File: config.mk
export PLATFORM = sky130hd
export DESIGN_NAME = contact_debounce_ramp_gate
export DESIGN_NICKNAME = d
export VERILOG_FILES = /design/src/rtl/cdrg_pkg.sv /design/src/rtl/cdrg_lane.sv /design/src/rtl/cdrg_merge.sv /design/src/rtl/contact_debounce_ramp_gate.sv
export SDC_FILE = /design/constraint.sdc
export NUM_CORES = 1
export LEC_CHECK = 0
export BUFFER_PORTS_ARGS = -buffer_cell sky130_fd_sc_hd__buf_2
export CAP_MARGIN = 10
export CORE_ASPECT_RATIO = 2
export CORE_UTILIZATION = 65
export CTS_BUF_LIST = sky130_fd_sc_hd__clkbuf_4 sky130_fd_sc_hd__clkbuf_8 sky130_fd_sc_hd__clkbuf_16
export DETAILED_ROUTE_END_ITERATION = 16
export PLACE_DENSITY = 0.83
export SYNTH_ARGS = -nofsm -noshare
export SYNTH_HDL_FRONTEND = slang
export SYNTH_SLANG_ARGS = --single-unit
File: constraint.sdc
create_clock -name clk -period 19.67 [get_ports clk]
set_clock_uncertainty 0.15 [all_clocks]
set_input_delay 0.9835 -clock clk [delete_from_list [all_inputs] [get_ports clk]]
set_output_delay 0.9835 -clock clk [all_outputs]
set_load 0.01 [all_outputs]
File: src/rtl/cdrg_pkg.sv
// ----------------------------------------------------------------------------
// cdrg_pkg
// shared types and constants of the contact debounce and ramp gate
// ----------------------------------------------------------------------------
package cdrg_pkg;

    // widths
    localparam int REG_BITS   = 32;  // configuration registers
    localparam int TICK_BITS  = 32;  // timestamp field of the input word
    localparam int TIME_BITS  = 32;  // width of the time base (16..64)
    localparam int CALC_BITS  = (TIME_BITS > REG_BITS) ? TIME_BITS : REG_BITS;
    localparam int FRAC_BITS  = 16;
    localparam int GAIN_BITS  = FRAC_BITS + 1;
    localparam int DIV_STEPS  = FRAC_BITS;
    localparam int COUNT_BITS = $clog2(DIV_STEPS);
    localparam int NUM_FEET   = 2;

    localparam logic [GAIN_BITS-1:0] GAIN_ONE  = GAIN_BITS'(1) << FRAC_BITS;
    localparam logic [GAIN_BITS-1:0] GAIN_ZERO = '0;

    // foot lanes
    localparam int FOOT_LEFT  = 0;
    localparam int FOOT_RIGHT = 1;

    // configuration register map
    localparam int CFG_ADDR_BITS = 1;
    localparam logic [CFG_ADDR_BITS-1:0] REG_DEBOUNCE = 1'b0;
    localparam logic [CFG_ADDR_BITS-1:0] REG_RAMP     = 1'b1;

    typedef struct packed {
        logic [TICK_BITS-1:0] now_ticks;
        logic                 contact_left;
        logic                 contact_right;
    } item_t;

    typedef struct packed {
        logic [GAIN_BITS-1:0] gain_left;
        logic [GAIN_BITS-1:0] gain_right;
    } result_t;

    typedef enum logic [1:0] {
        LANE_IDLE,
        LANE_EVAL,
        LANE_DIV,
        LANE_DONE
    } lane_state_t;

    typedef struct packed {
        logic                 done;
        logic [GAIN_BITS-1:0] gain;
    } lane_status_t;

endpackage

File: src/rtl/cdrg_lane.sv
// ----------------------------------------------------------------------------
// cdrg_lane
// one foot: onset latch, debounce check and 16-step restoring ramp divider
// ----------------------------------------------------------------------------
module cdrg_lane (
    input  logic                          clk,
    input  logic                          rst_n,
    input  logic                          start,
    input  logic                          contact,
    input  logic [cdrg_pkg::TIME_BITS-1:0] now_time,
    input  logic [cdrg_pkg::REG_BITS-1:0]  debounce,
    input  logic [cdrg_pkg::REG_BITS-1:0]  ramp,
    input  logic                          take,
    output cdrg_pkg::lane_status_t        status
);
    import cdrg_pkg::*;

    lane_state_t            state_reg, state_next;
    logic                   present_reg, present_next;
    logic [TIME_BITS-1:0]   stamp_reg, stamp_next;
    logic [TIME_BITS-1:0]   since_reg, since_next;
    logic                   contact_reg, contact_next;
    logic [CALC_BITS-1:0]   rem_reg, rem_next;
    logic [FRAC_BITS-1:0]   quot_reg, quot_next;
    logic [COUNT_BITS-1:0]  count_reg, count_next;
    logic [GAIN_BITS-1:0]   gain_reg, gain_next;

    logic                   relatch;
    logic [CALC_BITS-1:0]   since_ext;
    logic [CALC_BITS-1:0]   deb_ext;
    logic [CALC_BITS-1:0]   ramp_ext;
    logic [CALC_BITS:0]     ramp_end;
    logic [CALC_BITS:0]     rem_shift;
    logic                   quot_bit;

    assign relatch   = !present_reg || (now_time < stamp_reg);
    assign since_ext = CALC_BITS'(since_reg);
    assign deb_ext   = CALC_BITS'(debounce);
    assign ramp_ext  = CALC_BITS'(ramp);
    // ramp is over once since reaches debounce + ramp
    assign ramp_end  = {1'b0, deb_ext} + {1'b0, ramp_ext};
    assign rem_shift = {rem_reg, 1'b0};
    assign quot_bit  = (rem_shift >= {1'b0, ramp_ext});

    always_ff @(posedge clk or negedge rst_n)
    begin
        if (!rst_n)
        begin
            state_reg   <= LANE_IDLE;
            present_reg <= 1'b0;
            stamp_reg   <= '0;
        end
        else
        begin
            state_reg   <= state_next;
            present_reg <= present_next;
            stamp_reg   <= stamp_next;
        end
    end

    always_ff @(posedge clk)
    begin
        since_reg   <= since_next;
        contact_reg <= contact_next;
        rem_reg     <= rem_next;
        quot_reg    <= quot_next;
        count_reg   <= count_next;
        gain_reg    <= gain_next;
    end

    always_comb
    begin
        state_next   = state_reg;
        present_next = present_reg;
        stamp_next   = stamp_reg;
        since_next   = since_reg;
        contact_next = contact_reg;
        rem_next     = rem_reg;
        quot_next    = quot_reg;
        count_next   = count_reg;
        gain_next    = gain_reg;

        unique case (state_reg)
            LANE_IDLE:
            begin
                if (start)
                begin
                    contact_next = contact;
                    if (!contact)
                    begin
                        present_next = 1'b0;
                        stamp_next   = '0;
                        since_next   = '0;
                    end
                    else if (relatch)
                    begin
                        present_next = 1'b1;
                        stamp_next   = now_time;
                        since_next   = '0;
                    end
                    else
                    begin
                        since_next = now_time - stamp_reg;
                    end
                    state_next = LANE_EVAL;
                end
            end
            LANE_EVAL:
            begin
                if (!contact_reg || (since_ext < deb_ext))
                begin
                    gain_next  = GAIN_ZERO;
                    state_next = LANE_DONE;
                end
                else if ((ramp_ext == '0) || ({1'b0, since_ext} >= ramp_end))
                begin
                    gain_next  = GAIN_ONE;
                    state_next = LANE_DONE;
                end
                else
                begin
                    rem_next   = since_ext - deb_ext;
                    quot_next  = '0;
                    count_next = '0;
                    state_next = LANE_DIV;
                end
            end
            LANE_DIV:
            begin
                // one quotient bit per cycle, remainder stays below ramp
                if (quot_bit)
                    rem_next = CALC_BITS'(rem_shift - {1'b0, ramp_ext});
                else
                    rem_next = CALC_BITS'(rem_shift);
                quot_next  = {quot_reg[FRAC_BITS-2:0], quot_bit};
                count_next = count_reg + 1'b1;
                if (count_reg == COUNT_BITS'(DIV_STEPS - 1))
                begin
                    gain_next  = {1'b0, quot_next};
                    state_next = LANE_DONE;
                end
            end
            LANE_DONE:
            begin
                if (take)
                    state_next = LANE_IDLE;
            end
            default:
            begin
                state_next = LANE_IDLE;
            end
        endcase
    end

    assign status.done = (state_reg == LANE_DONE);
    assign status.gain = gain_reg;

endmodule

File: src/rtl/cdrg_merge.sv
// ----------------------------------------------------------------------------
// cdrg_merge
// joins the lane gains into one result word and holds it in the output register
// ----------------------------------------------------------------------------
module cdrg_merge (
    input  logic                   clk,
    input  logic                   rst_n,
    input  cdrg_pkg::lane_status_t lane_status [cdrg_pkg::NUM_FEET],
    input  logic                   result_ready,
    output logic                   take,
    output logic                   result_valid,
    output cdrg_pkg::result_t      result
);
    import cdrg_pkg::*;

    logic    valid_reg, valid_next;
    result_t word_reg, word_next;
    logic    all_done;

    assign all_done = lane_status[FOOT_LEFT].done & lane_status[FOOT_RIGHT].done;
    assign take     = all_done && (!valid_reg || result_ready);

    always_comb
    begin
        valid_next = valid_reg;
        word_next  = word_reg;
        if (take)
        begin
            valid_next           = 1'b1;
            word_next.gain_left  = lane_status[FOOT_LEFT].gain;
            word_next.gain_right = lane_status[FOOT_RIGHT].gain;
        end
        else if (result_ready)
        begin
            valid_next = 1'b0;
        end
    end

    always_ff @(posedge clk or negedge rst_n)
    begin
        if (!rst_n)
            valid_reg <= 1'b0;
        else
            valid_reg <= valid_next;
    end

    always_ff @(posedge clk)
    begin
        word_reg <= word_next;
    end

    assign result_valid = valid_reg;
    assign result       = word_reg;

endmodule

File: src/rtl/contact_debounce_ramp_gate.sv
// ----------------------------------------------------------------------------
// contact_debounce_ramp_gate
// per-foot contact debounce with a linear Q16 gain ramp, two feet in parallel
// ----------------------------------------------------------------------------
//
//  channel   handshake                  word
//  --------  -------------------------  ------------------------------------
//  item      item_valid / item_ready    now_ticks, contact_left/right
//  result    result_valid / result_ready gain_left, gain_right (Q16, 0..65536)
//  config    cfg_we (no wait)           cfg_addr, cfg_wdata
//
//  one item at a time; a gain of 0 or 1.0 goes from the EVAL state straight
//  to DONE, a gain on the ramp first passes through the 16-step restoring
//  divider in each lane; next item is taken the cycle after the result is
//  latched, and latching waits while the output holds an untaken result
//  the output register lets a new item in while a result waits to be taken
//  reset clears config, onsets, lanes and output valid; no clearing pass
//
module contact_debounce_ramp_gate (
    input  logic                                  clk,
    input  logic                                  rst_n,
    input  logic                                  item_valid,
    output logic                                  item_ready,
    input  cdrg_pkg::item_t                       item,
    output logic                                  result_valid,
    input  logic                                  result_ready,
    output cdrg_pkg::result_t                     result,
    input  logic                                  cfg_we,
    input  logic [cdrg_pkg::CFG_ADDR_BITS-1:0]    cfg_addr,
    input  logic [cdrg_pkg::REG_BITS-1:0]         cfg_wdata
);
    import cdrg_pkg::*;

    // configuration registers
    logic [REG_BITS-1:0] debounce_reg;
    logic [REG_BITS-1:0] ramp_reg;

    // busy from accept until the merge stage latches the result
    logic busy_reg, busy_next;
    logic accept;
    logic take;

    logic [NUM_FEET-1:0]  contact_vec;
    logic [TIME_BITS-1:0] now_time;
    lane_status_t         lane_status [NUM_FEET];

    assign item_ready  = !busy_reg;
    assign accept      = item_valid && item_ready;
    // time base is the tick field sized to TIME_BITS
    assign now_time    = TIME_BITS'(item.now_ticks);
    assign contact_vec[FOOT_LEFT]  = item.contact_left;
    assign contact_vec[FOOT_RIGHT] = item.contact_right;

    always_ff @(posedge clk or negedge rst_n)
    begin
        if (!rst_n)
        begin
            debounce_reg <= '0;
            ramp_reg     <= '0;
        end
        else if (cfg_we)
        begin
            unique case (cfg_addr)
                REG_DEBOUNCE: debounce_reg <= cfg_wdata;
                REG_RAMP:     ramp_reg     <= cfg_wdata;
                default:      ;
            endcase
        end
    end

    always_comb
    begin
        busy_next = busy_reg;
        if (accept)
            busy_next = 1'b1;
        else if (take)
            busy_next = 1'b0;
    end

    always_ff @(posedge clk or negedge rst_n)
    begin
        if (!rst_n)
            busy_reg <= 1'b0;
        else
            busy_reg <= busy_next;
    end

    // one lane per foot, each with its own onset state and divider
    for (genvar g = 0; g < NUM_FEET; g++)
    begin : g_lane
        cdrg_lane u_lane (
            .clk      (clk),
            .rst_n    (rst_n),
            .start    (accept),
            .contact  (contact_vec[g]),
            .now_time (now_time),
            .debounce (debounce_reg),
            .ramp     (ramp_reg),
            .take     (take),
            .status   (lane_status[g])
        );
    end

    // merge both gains into the output register
    cdrg_merge u_merge (
        .clk          (clk),
        .rst_n        (rst_n),
        .lane_status  (lane_status),
        .result_ready (result_ready),
        .take         (take),
        .result_valid (result_valid),
        .result       (result)
    );

    // a finished lane holds its gain until the merge stage takes both; checked on the left lane
    a_done_holds: assert property (@(posedge clk) disable iff (!rst_n)
        lane_status[FOOT_LEFT].done && !take |=> lane_status[FOOT_LEFT].done)
        else $error("lane left done before take");

    // an idle block has no finished lane waiting; checked on the left lane
    a_idle_no_done: assert property (@(posedge clk) disable iff (!rst_n)
        !busy_reg |-> !lane_status[FOOT_LEFT].done)
        else $error("lane done while block idle");

    // latching a result frees the input side
    a_take_frees: assert property (@(posedge clk) disable iff (!rst_n)
        take |=> item_ready && result_valid)
        else $error("result latch did not free input");

    // gains never exceed 1.0
    a_gain_range: assert property (@(posedge clk) disable iff (!rst_n)
        result_valid |-> (result.gain_left <= GAIN_ONE) && (result.gain_right <= GAIN_ONE))
        else $error("gain above one");

endmodule

After elaboration in Yosys (flattened, before gate mapping)
Cells that the tools add are included.

Flip-flop bits (word level): 372. Logic and storage cells: 153. Input bits: 72. Output and inout port bits: 36.

Multiplexer cells: 50. Bitwise gates (word level): 4. $lt $le $gt $ge: 8. Reductions and logical operators: 36. Equal/unequal tests: 22. Add/sub/neg operators: 9.

Operators by type and width (number): $mux 32 (10); $sub 32x32->32 (6); $lt 32x32->1 (4); $pmux 32 s2 (2); $mux 17 (6); $pmux 17 s2 (2); $ge 32x33->1 (2); $ge 33x32->1 (2); $mux 15 (4); $pmux 15 s2 (2); $add 32x32->33 (1); $logic_not 32->1 (1); $reduce_and 3->1 (8); $mux 4 (4); $ne 2x2->1 const B (8); $pmux 2 s4 (2); $pmux 4 s2 (2); $mux 2 (6); $mux 1 (10); $add 4x1->4 const B (2); $eq 2x2->1 const B (4); $eq 4x4->1 const B (2); $ne 2x1->1 const B (4); $reduce_and 2->1 (4); 10 further kinds (31).

Depth between registers and ports, before layout
Word-level depth: 6. Gate-level depth with buffers: 23. Gate-level depth less buffers: 23.

Modules after synthesis
A second synthesis with hierarchy kept.

Cell total of the unflattened synthesis: 3187. Area total of the unflattened synthesis: 29338.1 um2.

Modules (own cells, without submodules): cdrg_lane at g_lane[0].u_lane (seq. area each 3908.7 um2, area an instance 13003.7 um2, cells each 1532, times used 1); cdrg_lane at g_lane[1].u_lane (seq. area each 3908.7 um2, area an instance 12791.0 um2, cells each 1474, times used 1); contact_debounce_ramp_gate (seq. area each 1626.6 um2, area an instance 2468.6 um2, cells each 141, times used 1); cdrg_merge (seq. area each 1046.0 um2, area an instance 1074.8 um2, cells each 40, times used 1).

Worst setup path after synthesis
Ideal clock, no wire load.

Kind: register -> register. Start point: reg ramp_reg[0]. End point: reg g_lane[1].u_lane.count_reg[0] (enable). Data required time: 19.108 ns. Cell stages (with the launch flop): 24. Buffers on the path: 0. Period minus slack after synthesis: 6.917 ns. Path slack: 12.753 ns. Library setup time: 0.412 ns. Data arrival time: 6.355 ns. Cells stage by stage: dfrtp_1 -> ha_1 -> fa_1 -> a21oi_1 -> o2111ai_1 -> o31a_1 -> a31o_2 -> o311a_1 -> nand3_1 -> nand2_1 -> a21o_1 -> a21oi_1 -> xor2_1 -> ha_1 -> nand3_1 -> or2_2 -> and3b_1 -> o41ai_1 -> a31oi_1 -> maj3_2 -> maj3_2 -> a21o_1 -> a211oi_2 -> o21a_1.

Word-level cells in the longest chain between the ends: 5. Elaborated cells on any way between the ends: 6. Those cells by class: add/sub (1); order compare (1); eq/ne (1); reduce/logical (3).

RTL lines: start, declared (line contact_debounce_ramp_gate.sv:36) `logic [REG_BITS-1:0] ramp_reg;`; start signal, assigned (line contact_debounce_ramp_gate.sv:65) `REG_RAMP: ramp_reg <= cfg_wdata;`; $add 32x32->33 (line cdrg_lane.sv:41) `assign ramp_end = {1'b0, deb_ext} + {1'b0, ramp_ext};`; $ge 32x33->1 (line cdrg_lane.sv:115) `else if ((ramp_ext == '0) || ({1'b0, since_ext} >= ramp_end))`; $logic_or 1x1->1 * (line cdrg_lane.sv:115); $ne 2x2->1 (no line) *; $reduce_and 3->1 (no line) *; end signal, assigned (line cdrg_lane.sv:67) `count_reg <= count_next;`; end, declared (line cdrg_lane.sv:25) `logic [COUNT_BITS-1:0] count_reg, count_next;`.

Mark *: on every way between the ends. The rest lies on a longest branch, timed or not. A chain may end at the register's enable or synchronous reset.

Worst setup path in the final report
Start point: reg ramp_reg[0]. End point: reg g_lane[1].u_lane.rem_reg[2] (enable).

Word-level cells in the longest chain between the ends: 5. Elaborated cells on any way between the ends: 6. Those cells by class: add/sub (1); order compare (1); eq/ne (1); reduce/logical (3).

RTL lines: $add 32x32->33 (line cdrg_lane.sv:41); $ge 32x33->1 (line cdrg_lane.sv:115); $logic_or 1x1->1 * (line cdrg_lane.sv:115); $ne 2x2->1 (no line) *; $reduce_and 3->1 (no line) *; end signal, assigned (line cdrg_lane.sv:65) `rem_reg <= rem_next;`; end, declared (line cdrg_lane.sv:23) `logic [CALC_BITS-1:0] rem_reg, rem_next;`.

Marked as above.

==> results_tabular.tex <==
\begin{tabular}{lr}
\hline
Metric & Value \\
\hline
\multicolumn{2}{l}{\textbf{Finish}} \\
\quad Net count, final & 3299 \\
\quad Area added between synthesis and finish & 8.57\% \\
\quad Post-layout utilization of the core & 71.6\% \\
\quad Antenna diode count & 0 \\
\quad Layout cell share with drive strength beyond 1 & 8.88\% \\
\quad Final standard cell area without fillers & 29300 sq um \\
\multicolumn{2}{l}{\textbf{Drt}} \\
\quad Number of DRC markers in iteration 0 & 1075 \\
\quad Drc violations & 0 \\
\quad First-pass iteration count of the detailed router & 6 \\
\quad Post-detailed-routing wire length & 76500 um \\
\quad Total number of vias & 22.1k \\
\quad Number of nets with antenna violations after detailed routing & 0 \\
\quad Vias per Instance & 6.33 \\
\quad Routed WL per cell & 22.0 um \\
\multicolumn{2}{l}{\textbf{Critical path}} \\
\quad Crit path capture type & register \\
\quad Number of cells on the worst reg-to-reg path & 24 \\
\quad Worst EP arrival & 7420 ps \\
\quad Worst setup path class & reg -> reg \\
\quad RR Endpoint & g\_lane[1].u\_lane.rem\_reg[2]\$\_DFFE\_PP\_ \\
\quad Slack of the worst reg-to-reg path & 12280 ps \\
\quad Critical-path maximum fanout & 51 \\
\quad Critical path required time & 19700 ps \\
\quad Reg2Reg Launch Point & ramp\_reg[0]\$\_DFFE\_PN0P\_ \\
\quad Crit path launch type & register \\
\multicolumn{2}{l}{\textbf{Clock tree}} \\
\quad Maximum clock path buffer count & 3 \\
\quad H-tree depth & 2 \\
\quad Number of buffers inserted by post-CTS setup repair & 0 \\
\quad Clock latency reported for the late side of the worst-skew pair & 550 ps \\
\quad CTS sink count & 372 \\
\quad Total clock buffers created by CTS & 36 \\
\quad TritonCTS clock tree & built \\
\quad CTS Hold Bufs & 0 \\
\quad Clk root buf & clkbuf\_16 \\
\quad Number of gates resized after cts & 0 \\
\quad Clock transition time at the flip-flop clock pins of the worst setup and hold paths & 70 ps \\
\multicolumn{2}{l}{\textbf{Pwr}} \\
\quad Leakage dissipation & 12.7 nW \\
\quad Largest voltage drop on the vdd net & 0.000110 V \\
\quad Pwr dens & 161 nW/um\^{}2 \\
\multicolumn{2}{l}{\textbf{Timing}} \\
\quad Final worst setup slack & 12280 ps \\
\quad Fin crit share & 37.6\% \\
\quad Number of slew-limit violations in the final report & 0 \\
\quad Minimum hold slack & 134 ps \\
\quad Slew at the pin closest to its max-slew limit & 1110 ps \\
\quad Slew headroom & 24.7\% \\
\quad Hold Fails Final Rpt & 0 \\
\quad Time the worst path needs with I/O delays and setup & 7390 ps \\
\quad Total of endpoints with negative setup slack in the final report & 0 \\
\quad Unrepaired setup endpoints after global routing & no \\
\quad Achievable Freq & 135 MHz \\
\quad Sum Neg Setup Slack & 0 ps \\
\multicolumn{2}{l}{\textbf{Synthesis}} \\
\quad YS warnings & 0 \\
\quad Yosys top cell by area & edfxtp\_1 \\
\quad Synth cell count leaders & ha\_1 (296), nand2\_1 (252), edfxtp\_1 (236) \\
\quad Post-synth ARST share & 36.6\% \\
\quad Seq cells post-synth & 372 \\
\quad Net Count, Synth & 3204 \\
\quad Mean Syn Cell Area & 9.55 sq um \\
\quad Share of the yosys chip area belonging to registers & 38.8\% \\
\quad Leading post-synthesis cells by cell area & edfxtp\_1 (26\%), ha\_1 (14\%), dfrtp\_1 (13\%) \\
\quad Count of flip-flops with a built-in enable after synthesis & 236 \\
\quad Most frequent cell after synthesis & ha\_1 \\
\quad Netlist cell types & 88 \\
\quad Post-Syn Instances & 2829 \\
\quad Predominant post-synthesis flop cell & edfxtp\_1 \\
\quad Top-area cell type share of the netlist area & 26.2\% \\
\quad Cell area after synthesis & 27000 sq um \\
\multicolumn{2}{l}{\textbf{Die}} \\
\quad Number of placed I/O pins & 108 \\
\quad Initial standard-cell utilization of the core & 65.9\% \\
\quad Overall die area & 42500 sq um \\
\quad Placeable core area & 41000 sq um \\
\quad Floorplan row count & 105 \\
\quad Die height & 290 um \\
\quad DIE WIDTH & 146 um \\
\multicolumn{2}{l}{\textbf{Global routing}} \\
\quad Via count of the first global-routing pass & 22.8k \\
\quad Maximum number of pins on one net before global-route repair & 75 \\
\quad First-pass GRT wire length & 119000 um \\
\quad Antenna violations before repair & 1 \\
\quad Total routing usage reported by global routing & 36.0\% \\
\quad Global route total overflow & 0 \\
\multicolumn{2}{l}{\textbf{Worst hold path}} \\
\quad Worst hold path type & in -> async \\
\multicolumn{2}{l}{\textbf{Flow run}} \\
\quad Maxcap violations & 0 \\
\multicolumn{2}{l}{\textbf{Status}} \\
\quad Run status & finished, final reports clean \\
\multicolumn{2}{l}{\textbf{Placed design}} \\
\quad Total of buffers placed on input and output ports & 107 \\
\quad Routability cong. & 0.976 \\
\quad Detailed-placement wirelength estimate & 60800 um \\
\quad Placement-stage cell area & 28100 sq um \\
\quad Pre-CTS WS & 12360 ps \\
\hline
\end{tabular}
[stage by stage]
step / power [mW] / std cells
floorplan: 3.27 / 2829
global placement: 3.86 / 3421
detailed placement: 3.96 / 3421
CTS: 4.70 / 3485
global route: 5.03 / 3485
finish: 4.73 / 3485
[kinds of logic (layout without fill, tap and decap cells)]
| family | count (synthesis) | in the layout | synth area share, % |
|---|---|---|---|
| simple gates | 810 | 810 | 14.0 |
| buf+inv | 250 | 371 | 3.62 |
| mux | 101 | 101 | 3.92 |
| compound gates | 810 | 810 | 19.5 |
| fa+ha+maj | 306 | 306 | 14.3 |
| xor+xnor | 180 | 180 | 5.83 |
| flops | 372 | 372 | 38.8 |
[cell type report]
| type | instances | area [sq um] |
|---|---|---|
| fillers | 3086 | 11600 |
| flip-flops and latches | 372 | 10500 |
| multi-input cells | 2207 | 15600 |
| repair buffers | 127 | 692 |
| well taps | 535 | 669 |
| inverters | 180 | 676 |
| clock buffers | 45 | 1030 |
| clock inverters | 19 | 176 |
[critical path, cell delays in order (launching register included)]
cell	delay [ps]
dfrtp_1	530
ha_1	300
fa_1	410
a21oi_1	250
o2111ai_1	250
o31a_1	420
a31o_2	310
o311a_1	400
nand3_1	130
nand2_1	90
a21o_1	190
a21oi_1	160
xor2_1	220
ha_1	280
nand3_1	140
or2_2	170
and3b_1	200
o41ai_1	250
a31oi_1	140
maj3_2	330
maj3_2	340
a21o_1	200
a211oi_2	390
o21a_2	170
buf_4	530
[routing by layer]
layer / up-vias / global-route usage (%) / wire length, um
met4: 0 / 22.4 / 5280
met2: 728 / 69.5 / 41100
li1: 10519 / - / -
met1: 10581 / 36.6 / 27100
met5: - / 0 / 0
met3: 245 / 2.97 / 3000
[cells in the final DEF, fill, tap and decap left out, drive strengths merged, types with 13 or more instances in the layout]
cell / instances
nor3: 43
a31oi: 26
nand4: 25
mux2i: 62
xnor2: 101
nor4: 15
clkinv: 13
xor2: 79
edfxtp: 236
o211ai: 24
nor2: 231
clkbuf: 45
o21bai: 19
a21o: 109
nand2: 252
nand2b: 53
buf: 127
o31a: 13
inv: 179
o21ai: 198
and2: 42
o31ai: 15
ha: 296
a211oi: 34
o21a: 44
nand3: 55
or3: 15
a21oi: 221
mux2: 39
and3: 21
dfrtp: 136
nor2b: 25
[report_power, final]
part | switching [mW] | leakage [nW] | internal [mW] | total, mW
combinational | 1.62 | 8.23 | 1.02 | 2.64
clock | 0.317 | 0.588 | 0.404 | 0.721
sequential | 0.141 | 3.92 | 1.24 | 1.38
total | 2.07 | 12.7 | 2.66 | 4.73
[worst max-delay path by stage]
stage                            startpoint                                     endpoint  depth (start not counted)
floorplan           ramp_reg[0]$_DFFE_PN0P_  g_lane[1].u_lane.count_reg[0]$_SDFFCE_PN0P_                         23
global placement    ramp_reg[0]$_DFFE_PN0P_        g_lane[1].u_lane.rem_reg[0]$_DFFE_PP_                         24
detailed placement  ramp_reg[0]$_DFFE_PN0P_        g_lane[1].u_lane.rem_reg[1]$_DFFE_PP_                         24
CTS                 ramp_reg[0]$_DFFE_PN0P_       g_lane[1].u_lane.rem_reg[11]$_DFFE_PP_                         24
global route        ramp_reg[0]$_DFFE_PN0P_       g_lane[1].u_lane.rem_reg[11]$_DFFE_PP_                         24
finish              ramp_reg[0]$_DFFE_PN0P_        g_lane[1].u_lane.rem_reg[2]$_DFFE_PP_                         24
(Power assumes the default switching activity.)
